<file path="config.mk">
export PLATFORM = sky130hd
export DESIGN_NAME = mggeb_back
export DESIGN_NICKNAME = d
export VERILOG_FILES = /design/src/mggeb_pkg.sv /design/src/mggeb_back.sv
export SDC_FILE = /design/constraint.sdc
export NUM_CORES = 1
export LEC_CHECK = 0
export BUFFER_PORTS_ARGS = -buffer_cell sky130_fd_sc_hd__buf_2
export CAP_MARGIN = 15
export CORE_UTILIZATION = 49
export CTS_BUF_LIST = sky130_fd_sc_hd__clkbuf_2
export DETAILED_ROUTE_END_ITERATION = 8
export GPL_TIMING_DRIVEN = 0
export PLACE_DENSITY = 0.95
export REMOVE_ABC_BUFFERS = 1
export SYNTH_ARGS = -nofsm -noshare
export SYNTH_HDL_FRONTEND = slang
export SYNTH_SLANG_ARGS = --single-unit
</file>
<file path="constraint.sdc">
create_clock -name clk -period 10.7 [get_ports clk]
set_input_delay 0 -clock clk [delete_from_list [all_inputs] [get_ports clk]]
set_output_delay 0 -clock clk [all_outputs]
set_load 0.005 [all_outputs]
</file>
<file path="src/mggeb_pkg.sv">
// Shared constants, types and helpers for the masked grid graph edge builder.
package mggeb_pkg;

    localparam int MAX_X = 256;
    localparam int MAX_Y = 256;
    localparam int MAX_Z = 256;

    localparam int SIZE_W      = 9;
    localparam int DIM_W       = 13;
    localparam int X_W         = $clog2(MAX_X);
    localparam int Y_W         = (MAX_Y > 1) ? $clog2(MAX_Y) : 1;
    localparam int Z_W         = (MAX_Z > 1) ? $clog2(MAX_Z) : 1;
    localparam int PLANE_DEPTH = MAX_X * MAX_Y;
    localparam int PLANE_AW    = $clog2(PLANE_DEPTH);
    localparam int NODE_W      = 24;
    localparam int NODE_CNT_W  = 25;
    localparam int VOX_W       = 24;
    localparam int ENTRY_W     = NODE_W + 1;
    localparam int QDEPTH      = 4;
    localparam int Q_AW        = $clog2(QDEPTH);
    localparam int Q_CW        = $clog2(QDEPTH + 1);
    localparam int SUB_W       = 2;
    localparam int CFG_IDX_W   = 2;

    typedef enum logic [CFG_IDX_W-1:0] {
        CFG_SIZE_X = 2'd0,
        CFG_SIZE_Y = 2'd1,
        CFG_SIZE_Z = 2'd2
    } cfg_index_t;

    typedef enum logic {
        KIND_NODE = 1'b0,
        KIND_EDGE = 1'b1
    } kind_t;

    // One set voxel with its neighbors already packed in emit order.
    typedef struct packed {
        logic [NODE_W-1:0] node;
        logic [VOX_W-1:0]  vidx;
        logic [NODE_W-1:0] nb0;
        logic [NODE_W-1:0] nb1;
        logic [NODE_W-1:0] nb2;
        logic [SUB_W-1:0]  edges;
    } item_t;

    typedef struct packed {
        logic            empty;
        logic [Q_CW-1:0] count;
    } queue_status_t;

    function automatic logic [DIM_W-1:0] clamp_size(input logic [SIZE_W-1:0] v,
                                                    input logic [DIM_W-1:0] bound);
        logic [DIM_W-1:0] vext;
        vext = DIM_W'(v);
        if (v == '0)
        begin
            return DIM_W'(1);
        end
        if (vext > bound)
        begin
            return bound;
        end
        return vext;
    endfunction

endpackage

</file>
<file path="src/mggeb_back.sv">
// Back end: expands each queued voxel into its node record and edges.
module mggeb_back (
    input  logic                         clk,
    input  logic                         rst_n,
    input  mggeb_pkg::item_t             head,
    input  mggeb_pkg::queue_status_t     status,
    output logic                         pop,
    output logic                         result_valid,
    input  logic                         result_stall,
    output logic                         kind,
    output logic [mggeb_pkg::NODE_W-1:0] node_first,
    output logic [mggeb_pkg::NODE_W-1:0] node_second,
    output logic [mggeb_pkg::VOX_W-1:0]  voxel_index,
    output logic                         last
);

    logic [mggeb_pkg::SUB_W-1:0]  sub_reg, sub_next;
    logic                         out_valid_reg, out_valid_next;
    mggeb_pkg::kind_t             kind_reg;
    logic [mggeb_pkg::NODE_W-1:0] first_reg, second_reg;
    logic [mggeb_pkg::VOX_W-1:0]  vidx_reg;
    logic                         last_reg;
    logic                         load;
    logic                         is_last;
    logic [mggeb_pkg::NODE_W-1:0] nb_sel;

    assign load    = !status.empty && (!out_valid_reg || !result_stall);
    assign is_last = sub_reg == head.edges;
    assign pop     = load && is_last;

    always_comb
    begin
        case (sub_reg)
            mggeb_pkg::SUB_W'(1): nb_sel = head.nb0;
            mggeb_pkg::SUB_W'(2): nb_sel = head.nb1;
            default:              nb_sel = head.nb2;
        endcase
        sub_next       = sub_reg;
        out_valid_next = out_valid_reg && result_stall;
        if (load)
        begin
            out_valid_next = 1'b1;
            sub_next       = is_last ? '0 : sub_reg + mggeb_pkg::SUB_W'(1);
        end
    end

    always_ff @(posedge clk or negedge rst_n)
    begin
        if (!rst_n)
        begin
            sub_reg       <= '0;
            out_valid_reg <= 1'b0;
        end
        else
        begin
            sub_reg       <= sub_next;
            out_valid_reg <= out_valid_next;
        end
    end

    always_ff @(posedge clk)
    begin
        if (load)
        begin
            last_reg <= is_last;
            if (sub_reg == '0)
            begin
                kind_reg   <= mggeb_pkg::KIND_NODE;
                first_reg  <= head.node;
                second_reg <= '0;
                vidx_reg   <= head.vidx;
            end
            else
            begin
                kind_reg   <= mggeb_pkg::KIND_EDGE;
                first_reg  <= nb_sel;
                second_reg <= head.node;
                vidx_reg   <= '0;
            end
        end
    end

    assign result_valid = out_valid_reg;
    assign kind         = kind_reg;
    assign node_first   = first_reg;
    assign node_second  = second_reg;
    assign voxel_index  = vidx_reg;
    assign last         = last_reg;

endmodule

</file>
## After elaboration in Yosys (flattened, before gate mapping)

Index checks and enable logic that the tools add are counted.

- Magnitude comparators: 0
- $mul: 0
- Shift-type cells: 0
- Muxes and demuxes: 5
- $add $sub $neg: 1
- Bitwise gates (word level): 0
- Reductions and logical operators: 8
- Equal/unequal tests: 3
- Divide/modulo/power cells: 0

Operators with widths:

| operator | number |
|---|---|
| 24-bit one-hot mux with 2 select lines | 1 |
| 24-bit two-way mux | 1 |
| 1-bit logical AND | 3 |
| 1-bit zero test | 3 |
| 2-bit by 1-bit adder with 2-bit output, second input constant | 1 |
| 2-bit by 1-bit == test with 1-bit output, second input constant | 1 |
| 2-bit == test | 1 |
| 2-bit == test, second input constant | 1 |
| 2-bit zero test | 1 |
| 1-bit two-way mux | 2 |
| 2-bit two-way mux | 1 |
| 1-bit logical OR | 1 |

- Bits in registers: 77
- RAM bits: 0
- Memories: 0
- Memory bits (read-only): 0
- Input port bits: 129
- Latch bits: 0

## Depth between registers and ports, before layout

- Word-level depth: 4
- Gate-level depth with buffers: 6
- Depth with buffers taken out: 5

## Least setup slack after synthesis

OpenSTA, ideal clock, no wires.

- Path kind: register to register
- From: register out_valid_reg, in the netlist result_valid
- To: register sub_reg[0] in the netlist's numbering
- Slack: 5951 ps
- Arrival time: 4615 ps
- Buffers on the path: 0
- Cell stages (with the launch flop): 4
- Setup time: 134 ps
- Cells stage by stage: dfrtp_1 a21oi_1 o211ai_1 o21ai_0

- Word-level cells in the longest chain between the ends: 3

Ends and longest elaborated chain:

| item | line | text |
|---|---|---|
| start, declared | mggeb_back.sv:18 | `logic out_valid_reg, out_valid_next;` |
| start signal, assigned | mggeb_back.sv:57 | `out_valid_reg <= out_valid_next;` |
| 1-bit zero test | mggeb_back.sv:27 | `assign load = !status.empty && (!out_valid_reg \|\| !result_stall);` |
| 1-bit logical OR | mggeb_back.sv:27 |  |
| 1-bit logical AND | mggeb_back.sv:27 |  |
| via load | mggeb_back.sv:23 | `logic load;` |
| end signal, assigned | mggeb_back.sv:56 | `sub_reg <= sub_next;` |
| end, declared | mggeb_back.sv:17 | `logic [mggeb_pkg::SUB_W-1:0] sub_reg, sub_next;` |

The timed path passes the listed nets, and every way through them passes these cells.
A chain may end at the register's enable or synchronous reset.

## Final worst setup path

- From: register sub_reg[0] in the netlist's numbering
- To: register first_reg, in the netlist node_first[22], data pin

- Word-level cells in the longest chain between the ends: 3
- Elaborated cells on any way between the ends: 5
- Classes of those cells: 2 x eq/ne; 2 x mux; 1 x reduce/logical

Ends and longest elaborated chain:

| item | line | text |
|---|---|---|
| 2-bit == test or 2-bit by 1-bit == test with 1-bit output (tied branches) | mggeb_back.sv:33 | `case (sub_reg)` |
| 24-bit one-hot mux with 2 select lines | mggeb_back.sv:33 |  |
| 24-bit two-way mux * | mggeb_back.sv:66 | `if (sub_reg == '0)` |
| end signal, assigned | mggeb_back.sv:69 | `first_reg <= head.node;` |
| end signal, assigned | mggeb_back.sv:76 | `first_reg <= nb_sel;` |
| end, declared | mggeb_back.sv:20 | `logic [mggeb_pkg::NODE_W-1:0] first_reg, second_reg;` |

Every way passes the cells marked *; elsewhere a longest branch is shown, timed or not.

==> results.cfg <==
[clock_network]
cts_root_buf = clkbuf_2
clock_path_buffers = 2
post-cts-setup-buffer-count = 0
insertion_delay_ns = 0.49
cts_sinks = 77
path_clk_slew_ns = 0.23
h-tree-depth = 3
cts_tree = built
cts-resized-gates = 0
cts-buffers-inserted = 9
hold_buffers = 74

[setup_path]
cp-startpoint = sub_reg[0]$_DFFE_PN0P_
crit_type = flop to flop
rrSetupSlack_ns = 7.87
cp_data_arrival_time_ns = 3.21
required_ns = 11.08
start_kind = flop
r2r_start = sub_reg[0]$_DFFE_PN0P_
critPathMaxFanout = 24
r2r_cells = 6
r2r_end = node_first[22]$_DFFE_PP_
crit_path_end_kind = flop

[flow_run]
maxCapViolations = 0

[detailed_routing]
wl_per_cell_um = 16.81
drc = 0
ant_nets = 0
via_count = 3217
drt-pass1-iter-count = 5
drt_iter0_drc = 137
viasPerCell = 5.131
finalWirelength_um = 10540
dr.max_layer_used = met4
met3_length_um = 794
wl_met2_um = 5827
wl_met1_um = 3600

[grt]
grt_max_degree = 98
antenna_found_initial = 0
grt_pass1_wl_um = 15350
grt_pass1_vias = 3250
gr-usage-all-layers = 0.2759
grt_overflow = 0

[floorplanning]
pin_count = 205
rows = 30
core_area_sq_mm = 0.006832
initial_core_util = 0.5086
design.die.area_sq_mm = 0.007431
die_w_um = 86.21
die_h_um = 86.21

[logic_synthesis]
syn_area_per_cell_sq_um = 13.47
synth_area_sq_mm = 0.003475
synth_cell_types = 21
synthCells = 258
ys_ff_latch = 77
ys_seq_area_frac = 0.6611
ys_warn_count = 0

[sta]
period_share = 0.2645
slew_headroom = 0.3159
fin_setup_tns_ns = 0
rsz0062_at_grt = false
hold_viol_final = 0
drv_slew = 0
skew_ns = 0.02304
fmax_mhz = 353.3
finalSetupViolCount = 0
worst_pin_slew_ns = 1.026
period_minus_slack_ns = 2.830

[final_layout]
nNetsFinal = 658
final_cells = 627
drive_gt1_frac = 0.4218
area_growth_pct = 55.38
antenna_cells = 0
fillerInstances = 409

[placement]
place.gp.congestion = 0.7378
dpl.cell_count = 537
port_buffers = 201
dp_hpwl_um = 5795

[outcome]
status = complete, no violations

[pwr]
power.leakage_nw = 2.445
peakVddDrop_mv = 0.4352
cellPowerDensity_mw_per_mm2 = 210.2

[hold_path]
hold_depth = 4
hp-start = head[4]
hold_path_class = input port to flop
min_to = node_first[2]$_DFFE_PP_
[through the flow]
step / power, mW / instance area (sq um) / setup WS [ns] / util / hold WS, ns
3_5_place_dp: 0.8786 / 4544 / 8.418 / 0.6652 / -0.2018
3_3_place_gp: 0.8574 / 4481 / 4.611 / 0.6559 / -0.2029
6_report: 1.135 / 5399 / 7.870 / 0.7903 / 0.04304
4_1_cts: 1.112 / 5399 / 7.933 / 0.7903 / 0.002587
5_1_grt: 1.195 / 5399 / 7.670 / 0.7903 / 0.02221
2_1_floorplan: 0.7240 / 3354 / 5.951 / - / -0.2956
[power breakdown]
part | switching (mW) | internal (mW)
sequential | 0.0201 | 0.429
clock | 0.102 | 0.0544
combinational | 0.270 | 0.259
[Yosys cell counts]
cell,count,area share
edfxtp_1,74,0.64
and2_1,25,0.045
nor2_1,25,0.027
a21o_1,24,0.052
a22oi_1,24,0.052
nor2b_1,24,0.043
a211oi_1,21,0.045
clkbuf_1,8,0.0086
buf_2,6,0.0086
buf_6,4,0.013
a211oi_2,3,0.011
dfrtp_1,3,0.022
ha_1,3,0.011
inv_1,3,0.0032
nand2_1,3,0.0032
buf_4,2,0.0043
xor2_1,2,0.0050
a21oi_1,1,0.0014
o211ai_1,1,0.0022
o21ai_0,1,0.0014
o22ai_1,1,0.0018
[worst max-delay path, cell delays in order, from the launching register on]
cell           delay [ns]
dfrtp_1              0.46
inv_1                0.16
ha_1                 0.87
a22oi_1              0.27
a211oi_2             0.31
a21o_1               0.14
dlygate4sd3_1        0.55
[kinds of logic after synthesis]
logic type | after synthesis | share of synthesized area
and+or+nand+nor | 77 | 0.1185
DFF | 77 | 0.6611
AOI/OAI and AO/OA | 76 | 0.1667
buffers and inverters | 23 | 0.03781
adders and majority gates | 3 | 0.01080
xor gates and xnor gates | 2 | 0.005042
[area by class of cell]
type	instances	area, sq um	area share
clock buffer	10	50.05	0.009270
inverter	3	11.26	0.002086
clock inverter	6	63.81	0.01182
timing repair buffer	277	1787	0.3309
sequential	77	2297	0.4255
tap	96	120.1	0.02225
multi-input combinational	158	1070	0.1981
[worst max path at each step]
stage	to
after floorplan	sub_reg[0]$_DFFE_PN0P_
after global placement	sub_reg[0]$_DFFE_PN0P_
after detailed placement	node_first[13]$_DFFE_PP_
after CTS	node_first[11]$_DFFE_PP_
after global routing	node_first[7]$_DFFE_PP_
final	node_first[22]$_DFFE_PP_
[per-layer routing]
layer,up-vias,track usage
li1,1498,-
met1,1520,0.2885
met2,171,0.5202
met3,28,0.05810
met4,0,0.1394
met5,-,0
[placed cells by master (no fill, tap or decap), types with 2 or more instances in the layout]
master / n
buf_2: 201
dlygate4sd3_1: 74
edfxtp_1: 74
nor2_1: 25
and2_1: 25
a22oi_1: 24
a21o_1: 24
nor2b_1: 24
a211oi_1: 21
clkbuf_2: 10
inv_1: 3
a211oi_2: 3
nand2_1: 3
dfrtp_1: 3
xor2_1: 2
ha_1: 2
clkinvlp_4: 2
clkinv_2: 2
buf_12: 2
Note: power is estimated with default switching activity, not from simulation.
