$ cat src/mggeb_pkg.sv
// Shared constants, types and helpers for the masked grid graph edge builder.
package mggeb_pkg;

    localparam int MAX_X = 256;
    localparam int MAX_Y = 256;
    localparam int MAX_Z = 256;

    localparam int SIZE_W      = 9;
    localparam int DIM_W       = 13;
    localparam int X_W         = $clog2(MAX_X);
    localparam int Y_W         = (MAX_Y > 1) ? $clog2(MAX_Y) : 1;
    localparam int Z_W         = (MAX_Z > 1) ? $clog2(MAX_Z) : 1;
    localparam int PLANE_DEPTH = MAX_X * MAX_Y;
    localparam int PLANE_AW    = $clog2(PLANE_DEPTH);
    localparam int NODE_W      = 24;
    localparam int NODE_CNT_W  = 25;
    localparam int VOX_W       = 24;
    localparam int ENTRY_W     = NODE_W + 1;
    localparam int QDEPTH      = 4;
    localparam int Q_AW        = $clog2(QDEPTH);
    localparam int Q_CW        = $clog2(QDEPTH + 1);
    localparam int SUB_W       = 2;
    localparam int CFG_IDX_W   = 2;

    typedef enum logic [CFG_IDX_W-1:0] {
        CFG_SIZE_X = 2'd0,
        CFG_SIZE_Y = 2'd1,
        CFG_SIZE_Z = 2'd2
    } cfg_index_t;

    typedef enum logic {
        KIND_NODE = 1'b0,
        KIND_EDGE = 1'b1
    } kind_t;

    // One set voxel with its neighbors already packed in emit order.
    typedef struct packed {
        logic [NODE_W-1:0] node;
        logic [VOX_W-1:0]  vidx;
        logic [NODE_W-1:0] nb0;
        logic [NODE_W-1:0] nb1;
        logic [NODE_W-1:0] nb2;
        logic [SUB_W-1:0]  edges;
    } item_t;

    typedef struct packed {
        logic            empty;
        logic [Q_CW-1:0] count;
    } queue_status_t;

    function automatic logic [DIM_W-1:0] clamp_size(input logic [SIZE_W-1:0] v,
                                                    input logic [DIM_W-1:0] bound);
        logic [DIM_W-1:0] vext;
        vext = DIM_W'(v);
        if (v == '0)
        begin
            return DIM_W'(1);
        end
        if (vext > bound)
        begin
            return bound;
        end
        return vext;
    endfunction

endpackage

$ cat src/mggeb_queue.sv
// Short queue of packed voxel items between the front and back ends.
module mggeb_queue (
    input  logic                     clk,
    input  logic                     rst_n,
    input  logic                     push,
    input  mggeb_pkg::item_t         push_item,
    input  logic                     pop,
    output mggeb_pkg::item_t         head,
    output mggeb_pkg::queue_status_t status
);

    mggeb_pkg::item_t              q_mem [mggeb_pkg::QDEPTH];
    logic [mggeb_pkg::Q_AW-1:0]    wr_ptr_reg, wr_ptr_next;
    logic [mggeb_pkg::Q_AW-1:0]    rd_ptr_reg, rd_ptr_next;
    logic [mggeb_pkg::Q_CW-1:0]    count_reg, count_next;

    always_comb
    begin
        wr_ptr_next = wr_ptr_reg;
        rd_ptr_next = rd_ptr_reg;
        count_next  = count_reg;
        if (push)
        begin
            wr_ptr_next = (wr_ptr_reg == mggeb_pkg::Q_AW'(mggeb_pkg::QDEPTH - 1))
                        ? '0 : wr_ptr_reg + mggeb_pkg::Q_AW'(1);
        end
        if (pop)
        begin
            rd_ptr_next = (rd_ptr_reg == mggeb_pkg::Q_AW'(mggeb_pkg::QDEPTH - 1))
                        ? '0 : rd_ptr_reg + mggeb_pkg::Q_AW'(1);
        end
        if (push && !pop)
        begin
            count_next = count_reg + mggeb_pkg::Q_CW'(1);
        end
        else if (pop && !push)
        begin
            count_next = count_reg - mggeb_pkg::Q_CW'(1);
        end
    end

    always_ff @(posedge clk or negedge rst_n)
    begin
        if (!rst_n)
        begin
            wr_ptr_reg <= '0;
            rd_ptr_reg <= '0;
            count_reg  <= '0;
        end
        else
        begin
            wr_ptr_reg <= wr_ptr_next;
            rd_ptr_reg <= rd_ptr_next;
            count_reg  <= count_next;
        end
    end

    always_ff @(posedge clk)
    begin
        if (push)
        begin
            q_mem[wr_ptr_reg] <= push_item;
        end
    end

    assign head         = q_mem[rd_ptr_reg];
    assign status.empty = count_reg == '0;
    assign status.count = count_reg;

endmodule

$ cat config.mk
export PLATFORM = sky130hd
export DESIGN_NAME = mggeb_queue
export DESIGN_NICKNAME = d
export VERILOG_FILES = /design/src/mggeb_pkg.sv /design/src/mggeb_queue.sv
export SDC_FILE = /design/constraint.sdc
export NUM_CORES = 1
export LEC_CHECK = 0
export BUFFER_PORTS_ARGS = -buffer_cell sky130_fd_sc_hd__buf_2
export CORE_MARGIN = 2
export CORE_UTILIZATION = 50
export DETAILED_ROUTE_END_ITERATION = 16
export PLACE_DENSITY = 0.71
export SLEW_MARGIN = 40
export SYNTH_ARGS = -nofsm -noshare
export SYNTH_HDL_FRONTEND = slang
export SYNTH_SLANG_ARGS = --single-unit
$ cat constraint.sdc
create_clock -name clk -period 5 [get_ports clk]
set_clock_uncertainty 0.1 [all_clocks]
set_input_delay 0.75 -clock clk [delete_from_list [all_inputs] [get_ports clk]]
set_output_delay 0.75 -clock clk [all_outputs]
set_load 0.01 [all_outputs]
Yosys cells after proc, flatten, opt, wreduce, memory -nomap -nowiden
Memories as Yosys holds them, arrays and structs flattened.
Index checks and enable logic that the tools add are counted.
- logic and storage cells: 22
- memory bits (writable): 488
- flip-flop bits (word level): 7
- memories kept: 1
- add/subtract/negate cells: 4
- multiplexer cells: 6
- reduce and logical (&&, ||, !) cells: 6
- equality and inequality tests: 2
- memory list (name ; words ; bits a word ; rd ports ; clocked after Yosys merged registers in ; wr ports ; line ; source):
    q_mem ; 4 ; 122 ; 1 ; 0 ; 1 ; mggeb_queue.sv:12 ; mggeb_pkg::item_t q_mem [mggeb_pkg::QDEPTH];
- operators by type and width (operator ; count):
    2-to-1 mux 3 bit ; 2
    adder 2 x 1 -> 2 bit (second input constant) ; 2
    equality test 2 bit (second input constant) ; 2
    2-to-1 mux 2 bit ; 2
    adder 3 x 1 -> 3 bit (second input constant) ; 1
    logical NOT 3 bit ; 1
    subtractor 3 x 1 -> 3 bit (second input constant) ; 1
    logical AND 1 bit ; 2
    logical NOT 1 bit ; 2
    2-to-1 mux 1 bit ; 2
    nonzero test 2 bit ; 1

Logic depth before layout (Yosys ltp)
Gate-level depths: netlist of run 1.
- depth after elaboration: 4
- gate-level depth with buffers: 7
- gate-level depth less buffers: 7

Least setup slack after synthesis of run 1
No wires, ideal clock.
- path kind: input to register
- from: in push
- to: mem q_mem[2][0] (netlist name) (enable)
- slack: 856 ps
- library setup time: 495 ps
- arrival time: 3549 ps
- stages: 1
- buffers on the path: 0
- path through: and2_1
- longest elaborated chain between the ends: 2
- RTL lines (what ; line ; source):
    start: declaration ; mggeb_queue.sv:5 ; input logic push,
    2-to-1 mux 1 bit ; mggeb_queue.sv:60 ; if (push)
    2-to-1 mux 1 bit (not written as such) ; mggeb_queue.sv:62 ; q_mem[wr_ptr_reg] <= push_item;
    end: declaration ; mggeb_queue.sv:12 ;
No other way between the ends.

==> metrics, run 1 <==
run status=finished clean; CP bufs+invs=2; Psw=3.469 mW; Internal Pwr Total=8.794 mW; Post-synth top cells=488 x edfxtp_1, 122 x mux4_2, 15 x buf_2, 8 x buf_6, 7 x dfrtp_1; first-pass GRT wire length=51430 um; largest net degree at the start of global routing=123; CP max stage delay=900 ps; remaining antenna violation count=0; Die Footprint=37520 um^2; Routed WL per cell=22.58 um; initial core utilization=0.5071; grt met3 use=0.05601; final setup vio count=0; Most Crowded Layer GR=met2; H-Tree Depth=2; max-slew violations=0; Slowest-stage cell, CP=dfrtp_4; Yosys reg bits=495; cell area after synthesis=17990 um^2; static leakage=7.256 nW; Die H=193.7 um; Placed Area=19820 um^2; final setup TNS=0 ps; worst-path fanout max=32; CTS Buffer Depth=3; vias in the first global route=8741; TritonCTS Buffers=49; synth unique cells=18; Top delay family on crit path=flip-flops; CP required=4150 ps; CTS tree=done; initial antenna violation count=7; DP Wirelength=19520 um; CTS sink count=495; fmax=282.2 MHz; Sw Ratio=0.2829; final setup margin=1456 ps; Final Critical Period=3544 ps; sequential element share of the synthesized area=0.8241; routed vias=8024; worst reg2reg setup slack=2620 ps; asr flop ratio synth=0.01414; gate count after technology mapping=674; relative slew slack=0.4538; Rows=69; CTS clk-pin slew, worst paths=60 ps; # nets final=1094; synth warn=0; top cells by area, synth=edfxtp_1 81%, mux4_2 15%, dfrtp_1 0.97%; DRC Markers=0; gr usage total=0.1809; Util after Layout=0.6010; crit path capture type=output pin; Synth-to-Final Area Change=18.52%; Design Area, Final=21330 um^2; first-pass iteration count of the detailed router=5; cell taking the most area after synthesis=edfxtp_1; Avg Inst Size Synth=26.70 um^2; grt ovf=0; IO Count=252; port bufs=251; Clock Latency Late Sink=560 ps; GR Util met1=0.2469; max reg flops=488; Root Driver=clkbuf_16; GR Util met2=0.2844; Iteration-0 DRC Markers=569; Hold Vio Cnt, Final=0; Max Cap Viol=0; Period Utilization, post-route=0.7087; Max VDD drop=0.4260 mV; worst path cell trace=buf_4, mux4_2, buf_2; Via density=5.466; Worst Hold Class=input port to flip-flop; WL final=33140 um; layout cells sized above 1=0.4595; post_cts resized=0; Clock Power Share=0.273; final RePlAce weighted congestion=0.7053; crit path kind=flip-flop to output pin; cell area power density=575.0 nW/um^2; syn nets=807; combinational fraction of design power=0.269; Critical Path Start Type=flip-flop; area share of the largest cell type after synthesis=0.8144; Reg power frac=0.457; most frequent cell after synthesis=edfxtp_1; Synth Flop Type=edfxtp_1; RSZ-0062 raised after global routing=no; core area=35480 um^2; EDFF count, synth=488; dpl ws=1956 ps; CP arrival=2690 ps; Slew @ Worst Pin=819.2 ps; Die W=193.7 um; Total Power=12.26 mW
==> layout by cell type, fill, tap and decap left out, types with 3 or more instances in the layout <==
cell | Yosys | final
clkinv_1 | 0 | 15
and2_4 | 0 | 4
mux2_2 | 3 | 3
inv_1 | 4 | 4
diode_2 | 0 | 8
buf_2 | 15 | 251
dfrtp_1 | 7 | 5
ha_1 | 6 | 6
nor2_1 | 3 | 3
buf_12 | 0 | 6
clkinv_2 | 0 | 9
clkbuf_1 | 4 | 9
clkbuf_16 | 0 | 51
mux4_2 | 122 | 122
edfxtp_1 | 488 | 488
buf_4 | 1 | 6
==> logic make-up (layout without fill, tap and decap cells) <==
| kind of cell | count (synthesis) | in the layout | share of synthesized area |
|---|---|---|---|
| buffers and inverters | 32 | 357 | 0.01126 |
| other | 0 | 8 | 0 |
| XOR/XNOR | 3 | 3 | 0.001461 |
| flip-flops | 495 | 495 | 0.8241 |
| multiplexers | 125 | 125 | 0.1546 |
| AO/OA/AOI/OAI | 2 | 2 | 0.0005563 |
| adder cells (fa/ha/maj) | 7 | 7 | 0.005285 |
| AND/OR/NAND/NOR | 10 | 10 | 0.002712 |
==> cell type report <==
class	count	area (um^2)
Fill cell	2476	14160
Antenna cell	8	20.02
Tap cell	461	576.8
Clock inverter	29	165.2
Multi-Input combinational cell	147	2972
Clock buffer	60	1310
Inverter	4	15.01
Sequential cell	495	14840
Timing Repair Buffer	264	1431
==> path summary, 6_finish.rpt <==
kind / from / cells past startpoint / endpoint
max in group asynchronous: rst_n / 2 / rd_ptr_reg[0]$_DFFE_PN0P_
worst min register to register: count_reg[2]$_DFFE_PN0P_ / 1 / count_reg[2]$_DFFE_PN0P_
worst max-delay path: rd_ptr_reg[0]$_DFFE_PN0P_ / 3 / head[7]
worst max register to register: wr_ptr_reg[0]$_DFFE_PN0P_ / 4 / q_mem[0][45]$_DFFE_PP_
min in group asynchronous: rst_n / 2 / count_reg[2]$_DFFE_PN0P_
worst min-delay path: push_item[116] / 1 / q_mem[2][116]$_DFFE_PP_
==> layer usage <==
metal / part of all wire / wire length, um
met5: 0.00039 / 13
met4: 0.018 / 585
met3: 0.087 / 2881
met2: 0.48 / 15970
met1: 0.41 / 13690
==> per-stage QoR <==
step           instances  hold WS, ps
2_1_floorplan        674        354.4
3_3_place_gp        1370        384.3
3_5_place_dp        1370        384.7
4_1_cts             1460        250.5
5_1_grt             1461        273.0
6_report            1468        294.3
==> timing repair <==
item / CTS / global route
buffers inserted: 0 / 0
hold endpoints to repair: 7 / 0
hold buffers: 1 / 0
==> power groups by stage <==
stage,clock network [mW],registers [mW],logic (mW)
2_1_floorplan,0,5.59,2.29
3_5_place_dp,0,5.71,3.39
3_3_place_gp,0,5.68,3.39
4_1_cts,3.45,5.63,3.41
6_report,3.35,5.61,3.30
5_1_grt,3.60,5.68,3.56
Note: power is estimated with default switching activity, not from simulation.
==> run 2: changes to the inputs <==
clock period = 3.3 ns   (was 5 ns; I/O delays follow)
==> run 2 against run 1 <==
Largest cell class unchanged. Cell count rose by 1.1%. Total power rose by 54%. Flip-flop and latch count did not move. Combinational power rose by 60%. Die area did not move. Global-route usage fell by 0.16 points. Hold slack got worse by 260 ps. Non-clock buffer count rose by 19.
==> metrics, run 2 (same netlist as run 1, synthesis figures left out) <==
Iteration-0 DRC Markers=483 (-15%); post_cts resized=0 (unchanged); initial core utilization=0.5071 (unchanged); final RePlAce weighted congestion=0.6930 (-1.7%); static leakage=7.387 nW (+1.8%); CTS Buffer Depth=3 (unchanged); Hold Vio Cnt, Final=0 (unchanged); Die W=193.7 um (unchanged); Total Power=18.83 mW (+54%); DP Wirelength=19420 um (-0.50%); CTS tree=done; DRC Markers=0 (unchanged); layout cells sized above 1=0.4576 (-0.001866); Die Footprint=37520 um^2 (unchanged); CP required=2700 ps (-1450 ps); grt ovf=0 (unchanged); vias in the first global route=8661 (-0.92%); CP arrival=2370 ps (-320 ps); initial antenna violation count=11 (+4); worst path cell trace=buf_12, mux4_2, buf_2; max-slew violations=0 (unchanged); Sw Ratio=0.2797 (-0.003167); largest net degree at the start of global routing=70 (-43%); Root Driver=clkbuf_16; Routed WL per cell=22.28 um (-1.3%); IO Count=252 (unchanged); Synth-to-Final Area Change=20.28%; fmax=337.7 MHz; run status=finished clean; final setup TNS=0 ps (unchanged); CP max stage delay=680 ps (-220 ps); Util after Layout=0.6100 (+0.008921); crit path capture type=output pin; Slew @ Worst Pin=569.7 ps (-249.5 ps); CTS sink count=495 (unchanged); Internal Pwr Total=13.56 mW (+54%); relative slew slack=0.6202 (+0.1664); WL final=33070 um (-0.23%); Final Critical Period=2962 ps; max reg flops=488 (unchanged); CTS clk-pin slew, worst paths=60 ps (about the same); commonest non-fill, non-tap cell in the layout=edfxtp_1; Via density=5.449 (-0.30%); Max Cap Viol=0 (unchanged); most frequent cells in the layout=488 x edfxtp_1, 251 x buf_2, 122 x mux4_2, 51 x clkbuf_16, 18 x dlygate4sd3_1; final setup vio count=0 (unchanged); first-pass GRT wire length=50980 um (-0.87%); Period Utilization, post-route=0.8975; Rows=69 (unchanged); gr usage total=0.1793 (-0.001592); Max VDD drop=0.6786 mV (+59%); worst-path fanout max=32 (unchanged); first-pass iteration count of the detailed router=5 (unchanged); Post-Layout Cell Count=1484 (+1.1%); cell area power density=869.8 nW/um^2 (+51%); Psw=5.266 mW (+52%); Slowest-stage cell, CP=dfrtp_4; final setup margin=338.4 ps (-1118 ps); remaining antenna violation count=0 (unchanged); crit path kind=flip-flop to output pin; combinational fraction of design power=0.281 (+0.012); Worst Hold Class=input port to flip-flop; Critical Path Start Type=flip-flop; Clock Latency Late Sink=570 ps (about the same); dpl ws=896.6 ps (-1059 ps); Clock Power Share=0.276 (+0.003); Reg power frac=0.444 (-0.013); TritonCTS Buffers=49 (unchanged); RSZ-0062 raised after global routing=no; port bufs=251 (unchanged); routed vias=8087 (+0.79%); # nets final=1113 (+1.7%); core area=35480 um^2 (unchanged); placed instance count=1372 (+0.15%); H-Tree Depth=2 (unchanged); Die H=193.7 um (unchanged)
## run 2: changes by cell type in the layout (fill, tap and decap cells not counted), sizes merged
cell,change
bufinv,+1
clkinv,-8
buf,+2
clkinvlp,-1
diode,+1
clkbuf,+4
dlygate4sd3,+17
## run 2: path summary, 6_finish.rpt
| kind | from | to | slack (ps) | cells past startpoint |
|---|---|---|---|---|
| worst min register to register | count_reg[2]$_DFFE_PN0P_ | count_reg[2]$_DFFE_PN0P_ | 400 | 1 |
| worst max-delay path | rd_ptr_reg[0]$_DFFE_PN0P_ | head[37] | 340 | 3 |
| worst max register to register | wr_ptr_reg[0]$_DFFE_PN0P_ | q_mem[2][30]$_DFFE_PP_ | 1250 | 4 |
| max in group asynchronous | rst_n | rd_ptr_reg[1]$_DFFE_PN0P_ | 2710 | 2 |
| worst min-delay path | push_item[56] | q_mem[1][56]$_DFFE_PP_ | 40 | 1 |
| min in group asynchronous | rst_n | count_reg[1]$_DFFE_PN0P_ | 190 | 2 |
## run 2: metrics by stage
stage / cell area (um^2) / hold WS (ps)
after global routing: 21630 / 13.09
final: 21640 / 35.22
after CTS: 21620 / 0.2648
after global placement: 19940 / 244.7
after detailed placement: 19940 / 252.3
after floorplan: 18000 / 99.41
## run 2: final cells by class
class                   instances  area [um^2]
flip-flops and latches        495        14840
inverters                       4        15.01
diodes                          9        22.52
multi-input cells             147         2972
well taps                     461        576.8
clock inverters                21        158.9
repair buffers                283         1717
fillers                      2417        13840
clock buffers                  64         1345
## run 2: repair_timing
item | in CTS | in global routing
hold endpoints to repair | 62 | 0
buffers inserted | 0 | 0
hold buffers | 18 | 0
## run 2: worst max-delay path, delay by kind of cell (launching register included)
family	cells	cell delay, ps
buf+inv	2	490
flops	1	680
mux	1	580
## run 2: power groups by stage
stage                     Combinational (mW)  Sequential, mW  Clock (mW)
after global routing                    5.69            8.44        5.55
after floorplan                         3.47            8.39           0
after detailed placement                5.39            8.49           0
after CTS                               5.44            8.37        5.33
after global placement                  5.37            8.43           0
final                                   5.28            8.35        5.19
## run 2: routing by layer
layer	track usage	share of wire
met3	0.06105	0.092
met1	0.2397	0.41
met5	0	0.0018
met2	0.2798	0.48
met4	0.06079	0.021
